### src/sv/ttdr_pkg.sv
`timescale 1ns / 1ps
`default_nettype none

package ttdr_pkg;

    // line count is a power of two, so the line index is the low key bits
    localparam int LINE_COUNT = 1024;
    localparam int LINE_BITS  = $clog2(LINE_COUNT);
    localparam int SLOT_COUNT = 2 * LINE_COUNT;
    localparam int SLOT_BITS  = LINE_BITS + 1;

    localparam int KEY_W   = 64;
    localparam int DEPTH_W = 9;
    localparam int OUTC_W  = 2;
    localparam int CMD_W   = 2;

    localparam logic [CMD_W-1:0] CMD_LOOKUP = 2'd0;
    localparam logic [CMD_W-1:0] CMD_UPDATE = 2'd1;
    localparam logic [CMD_W-1:0] CMD_CLEAR  = 2'd2;

    localparam int RSP_DEPTH = 3;
    localparam int RSP_PTR_W = $clog2(RSP_DEPTH);
    localparam int RSP_CNT_W = $clog2(RSP_DEPTH + 1);

    typedef logic [SLOT_BITS-1:0] t_slot_addr;

    typedef struct packed {
        logic [KEY_W-1:0]          key;
        logic signed [DEPTH_W-1:0] depth;
        logic signed [OUTC_W-1:0]  outcome;
    } t_slot;

    typedef struct packed {
        logic                     hit;
        logic signed [OUTC_W-1:0] stored_outcome;
    } t_rsp;

endpackage

`default_nettype wire

### src/sv/ttdr_if.sv
`timescale 1ns / 1ps
`default_nettype none


interface ttdr_rsp_if;
    import ttdr_pkg::*;

    logic                     valid;
    logic                     ready;
    logic                     hit;
    logic signed [OUTC_W-1:0] stored_outcome;

    modport source (output valid, hit, stored_outcome, input ready);
    modport sink   (input valid, hit, stored_outcome, output ready);
endinterface

`default_nettype wire

### src/sv/ttdr_rsp_fifo.sv
`timescale 1ns / 1ps
`default_nettype none

module ttdr_rsp_fifo (
    input  wire logic                           i_clk,
    input  wire logic                           i_rst_n,
    input  wire logic                           i_push,
    input  wire ttdr_pkg::t_rsp                 i_data,
    output logic [ttdr_pkg::RSP_CNT_W-1:0]      o_count,
    ttdr_rsp_if.source                          o_rsp
);
    import ttdr_pkg::*;

    t_rsp                 r_buf [RSP_DEPTH];
    logic [RSP_PTR_W-1:0] r_wr_ptr;
    logic [RSP_PTR_W-1:0] r_rd_ptr;
    logic [RSP_CNT_W-1:0] r_count;
    logic [RSP_PTR_W-1:0] n_wr_ptr;
    logic [RSP_PTR_W-1:0] n_rd_ptr;
    logic [RSP_CNT_W-1:0] n_count;
    logic                 pop;

    assign pop                  = o_rsp.valid && o_rsp.ready;
    assign o_rsp.valid          = (r_count != '0);
    assign o_rsp.hit            = r_buf[r_rd_ptr].hit;
    assign o_rsp.stored_outcome = r_buf[r_rd_ptr].stored_outcome;
    assign o_count              = r_count;

    always_comb begin
        n_wr_ptr = r_wr_ptr;
        n_rd_ptr = r_rd_ptr;
        n_count  = r_count;
        if (i_push) begin
            n_wr_ptr = (r_wr_ptr == RSP_PTR_W'(RSP_DEPTH - 1)) ? '0 : r_wr_ptr + 1'b1;
        end
        if (pop) begin
            n_rd_ptr = (r_rd_ptr == RSP_PTR_W'(RSP_DEPTH - 1)) ? '0 : r_rd_ptr + 1'b1;
        end
        if (i_push && !pop) begin
            n_count = r_count + 1'b1;
        end else if (!i_push && pop) begin
            n_count = r_count - 1'b1;
        end
    end

    always_ff @(posedge i_clk) begin
        if (!i_rst_n) begin
            r_wr_ptr <= '0;
            r_rd_ptr <= '0;
            r_count  <= '0;
        end else begin
            r_wr_ptr <= n_wr_ptr;
            r_rd_ptr <= n_rd_ptr;
            r_count  <= n_count;
        end
    end

    always_ff @(posedge i_clk) begin
        if (i_push) begin
            r_buf[r_wr_ptr] <= i_data;
        end
    end

endmodule

`default_nettype wire

### src/flat_wrapper.sv
// flat-port wrapper written by rule: the top's interface ports become plain ports
module ttdr_rsp_fifo_flat import ttdr_pkg::*;
  (i_clk, i_rst_n, i_push, i_data, o_count, o_rsp_valid, o_rsp_hit, o_rsp_stored_outcome, o_rsp_ready);
  ttdr_rsp_if o_rsp_i ();
  input  wire logic i_clk;
  input  wire logic i_rst_n;
  input  wire logic i_push;
  input  wire ttdr_pkg::t_rsp i_data;
  output logic [ttdr_pkg::RSP_CNT_W-1:0] o_count;
  output wire logic [$bits(o_rsp_i.valid)-1:0] o_rsp_valid;
  output wire logic [$bits(o_rsp_i.hit)-1:0] o_rsp_hit;
  output wire logic [$bits(o_rsp_i.stored_outcome)-1:0] o_rsp_stored_outcome;
  input wire logic [$bits(o_rsp_i.ready)-1:0] o_rsp_ready;
  assign o_rsp_valid = o_rsp_i.valid;
  assign o_rsp_hit = o_rsp_i.hit;
  assign o_rsp_stored_outcome = o_rsp_i.stored_outcome;
  assign o_rsp_i.ready = o_rsp_ready;
  ttdr_rsp_fifo u_core (.i_clk(i_clk), .i_rst_n(i_rst_n), .i_push(i_push), .i_data(i_data), .o_count(o_count), .o_rsp(o_rsp_i));
endmodule
### config.mk
export PLATFORM = sky130hd
export DESIGN_NAME = ttdr_rsp_fifo_flat
export DESIGN_NICKNAME = d
export VERILOG_FILES = /design/src/sv/ttdr_pkg.sv /design/src/sv/ttdr_if.sv /design/src/sv/ttdr_rsp_fifo.sv /design/src/flat_wrapper.sv
export SDC_FILE = /design/constraint.sdc
export NUM_CORES = 1
export LEC_CHECK = 0
export BUFFER_PORTS_ARGS = -buffer_cell sky130_fd_sc_hd__buf_4
export CORE_MARGIN = 3
export CORE_UTILIZATION = 45
export DETAILED_ROUTE_END_ITERATION = 12
export PLACE_DENSITY = 0.75
export RECOVER_POWER = 100
export SLEW_MARGIN = 10
export SYNTH_ARGS = -nofsm -noshare
export SYNTH_HDL_FRONTEND = slang
export SYNTH_SLANG_ARGS = --single-unit
export TNS_END_PERCENT = 30
### constraint.sdc
create_clock -name i_clk -period 1.3 [get_ports i_clk]
set_input_delay 0.065 -clock i_clk [delete_from_list [all_inputs] [get_ports i_clk]]
set_output_delay 0.065 -clock i_clk [all_outputs]
set_load 0.02 [all_outputs]
* After elaboration in Yosys (flattened, before gate mapping)
Memory sizes are Yosys's and may differ from the RTL's. A register that Yosys moved wholly into a read port is not among the register bits.
Cells that the tools add are included.
** Cells by class
- $add $sub $neg :: 4
- Equality and inequality tests :: 2
- Muxes and demuxes :: 8
- Reductions and logical operators :: 7
** Operators with widths (count)
- $mux W2 :: 6
- $add A2 B1 Y2 const B :: 3
- $eq A2 B2 Y1 const B :: 2
- $reduce_bool A2 Y1 :: 2
- $logic_and A1 B1 Y1 :: 3
- $logic_not A1 Y1 :: 2
- $mux W1 :: 2
- $sub A2 B1 Y2 const B :: 1
** Word-level totals
- Register bits :: 6
- Bits in writable memories :: 9
- Output and inout bits :: 6
- Memories :: 1
** Memories
- u_core.r_buf :: words 3, width 3, read ports 1, clocked after memory_dff 1, wr ports 1, line ttdr_rsp_fifo.sv:14 : t_rsp r_buf [RSP_DEPTH];

* Depth between registers and ports, before layout
- Depth after elaboration :: 5
- Mapped depth :: 5
- Depth with buffers taken out :: 5

* Worst setup path before layout
OpenSTA, ideal clock, no wires.
- Path kind :: register to register
- From :: register u_core.r_count[0], in the netlist u_core.o_count[0]
- To :: register u_core.r_count[1], in the netlist u_core.o_count[1]
- Library setup time :: 0.070 ns
- Data arrival time :: 1.387 ns
- Setup slack :: -0.157 ns
- Stages on the path, launching flop included :: 5
- Buffers on the path :: 0
- Period minus slack after synthesis :: 1.457 ns
- Cells stage by stage :: dfxtp_1 o21ai_2 ha_1 or3_1 a21boi_1
** Between the ends
- Word-level cells in the longest chain between the ends :: 5
** Ends and longest elaborated chain
- from (decl) :: line ttdr_rsp_fifo.sv:17 : logic [RSP_CNT_W-1:0] r_count;
- from (signal assigned) :: line ttdr_rsp_fifo.sv:54 : r_count <= n_count;
- parallel branches: the longest is 5 deep, another holds $sub A2 B1 Y2
Parallel ways; which one is timed is not known. The select of a mux whose other input is x is not followed.
A chain may end at the register's enable or synchronous reset.

* Worst setup path in the final report
- From :: register u_core.r_count[1], in the netlist u_core.o_count[1]
- To :: register u_core.r_count[1], in the netlist u_core.o_count[1]
The elaborated chain is that of the path after synthesis.

==> results_dict.tcl <==
set metrics [dict create \
    switchingPower_uw 502.7 \
    power_switching_share_pct 31.89 \
    synthDominantCellAreaShare_pct 41.86 \
    peakVddDrop_mv 1.480 \
    synth-compound-area-share_pct 10.27 \
    synthFlopType "edfxtp_1" \
    final-setup-viol-count 1 \
    overflow 0 \
    drive_gt1_share_pct 30.99 \
    gr-usage-all-layers_pct 12.89 \
    internal_power_uw 1074 \
    synth_async_sr_flop_share_pct 0 \
    drtIter0Drc 9 \
    slew-limit-headroom_pct 80.60 \
    synth_fa_ha_area_share_pct 1.938 \
    pwr-share-comb_pct 35.1 \
    wl_per_cell_um 12.47 \
    holdWs_ps 21.90 \
    critical_path_class "reg2reg" \
    drtPass1Iterations 4 \
    cts_tree "done" \
    rsz0062_at_grt "true" \
    diodes 0 \
    clkSinkCount 17 \
    synth.avg_cell_area_um2 13.18 \
    yosysTopAreaCell "edfxtp_1" \
    hp-class "in2reg" \
    final_cell_mix "buf_4 (12), edfxtp_1 (9), nand2_1 (6), dfxtp_1 (5), o21ai_0 (4)" \
    grt_pass1_vias 437 \
    fill_cells 110 \
    start_util_pct 49.00 \
    grt_pass1_wl_mm 1.787 \
    multi_input_area_um2 235.2 \
    std_cell_rows 13 \
    end_kind "flop" \
    area.sequential_um2 439.2 \
    power_leakage_uw 0.0003174 \
    core-area_um2 1318 \
    num-nets-final 80 \
    violations "setup timing" \
    setup_tns_ps -14.32 \
    power_uw 1576 \
    clock_skew_ps 2.046 \
    cts_root_buf "clkbuf_4" \
    gp_congestion 0.5770 \
    crit_fanout 5 \
    areaGrowthSynthToFinish_pct 31.98 \
    io_pins 13 \
    synth_edf_count 9 \
    clkPwrFrac_pct 17.1 \
    die_area_um2 1925 \
    syn_nets 57 \
    finalCritPeriodShare_pct 101.1 \
    fin_ws_ps -14.32 \
    muxShareOfSynthArea_pct 4.651 \
    wl_mm 1.072 \
    routed_via_density 4.930 \
    worstPathArrival_ps 1530 \
    fin_util_pct 64.67 \
    yosysSeqAreaShare_pct 66.67 \
    yosysWarnings 0 \
    htreeDepth 1 \
    cts_made_buffers 3 \
    final_common_cell "buf_4" \
    clockBufferDepth 2 \
    drc_errors 0 \
    clock.fmax_mhz 760.9 \
    ys_ff_latch 17 \
    maxCapViolCount 0 \
    synth_top_family_by_area "simple AND/OR/NAND/NOR gates" \
    pwr-share-seq_pct 47.8 \
    die_h_um 43.88 \
    pwr_density_cell_nw_per_um2 1850 \
    syn-cell-area_um2 645.6 \
    ys_types 19 \
    synthSimpleGateAreaFrac_pct 13.76 \
    outcome "complete, but fails checks" \
    synthXorXnorAreaFrac_pct 2.713 \
    grt_max_degree 11 \
    io_buffers 12 \
    path_clk_slew_ps 90 \
    clk_latency_ps 280 \
    rrSetupSlack_ps -10 \
    drtAntennaViolNets 0 \
    die_w_um 43.88 \
    syn-instance-count 49 \
    num_vias 424 \
    finalCriticalPeriod_ps 1314 \
    crit_required_ps 1520 \
    antenna_found_initial 0 \
    worst_pin_slew_ps 289.9 \
    hold_viol 0 \
    start_kind "flop" \
    drv_slew 0 \
    yosys-top-cells-area "edfxtp_1 (42%), dfxtp_1 (25%), mux2i_1 (4.7%)" \
]
cell type report:
type	instances	area share, %
flip-flops and latches	17	51.54
well taps	15	2.203
clock inverters	1	0.5874
clock buffers	3	2.643
repair buffers	18	15.42
multi-input cells	32	27.61
path summary, 6_finish.rpt:
| check | depth (start not counted) | to | start |
|---|---|---|---|
| max reg2reg | 4 | u_core.o_count[1] | u_core.o_count[1] |
| max | 4 | u_core.o_count[1] | u_core.o_count[1] |
| min | 2 | u_core.r_wr_ptr[0] | i_rst_n |
| min reg2reg | 2 | flop | u_core.r_rd_ptr[0] |
power by group through the flow:
stage	Clock [uW]	Sequential [uW]	Combinational [uW]
floorplan	0	779	293
global placement	0	753	522
detailed placement	0	756	528
CTS	284	744	538
global route	294	765	611
finish	269	754	553
Yosys cell counts, drive strengths merged (2+ instances only):
master  count
or3         2
nand2       6
mux2i       3
dfxtp       8
a21boi      3
edfxtp      9
o21ai       5
nor2b       2
o21a        2
routing by layer:
metal  wire [um]  part of all wire [%]  vias to the layer above  track usage (%)
met3          54                   5.0                        2            2.490
li1            -                     -                      220                -
met1         471                    44                      192            15.61
met2         535                    50                       10            20.35
met4          10                  0.93                        0            9.036
met5           0                     0                        -                0
timing repair:
| action | CTS | global route |
|---|---|---|
| buffers inserted | 0 | 1 |
| resized for setup | 0 | 2 |
| endpoints found under the hold margin | 9 | 0 |
| endpoints found under the setup margin | 0 | 4 |
| hold buffers | 3 | 0 |
per-stage QoR:
| step | worst slack (ps) | instances | instance area, um^2 |
|---|---|---|---|
| final | -14.32 | 86 | 852.1 |
| after global routing | -70.53 | 86 | 852.1 |
| after CTS | 5.983 | 85 | 852.1 |
| after detailed placement | 25.64 | 78 | 794.5 |
| after global placement | 58.00 | 78 | 794.5 |
| after floorplan | 5.141 | 49 | 670.6 |
kinds of logic after synthesis:
group           Yosys count
simple gates             16
compound gates           10
mux                       3
fa+ha+maj                 1
xor+xnor                  2
flops                    17
worst max-delay path: stages (launching register included):
cell	delay (ps)
dfxtp_4	370
o21ai_4	170
ha_4	220
or3_1	340
a21boi_1	140
Power figures use the tool's default switching activity.
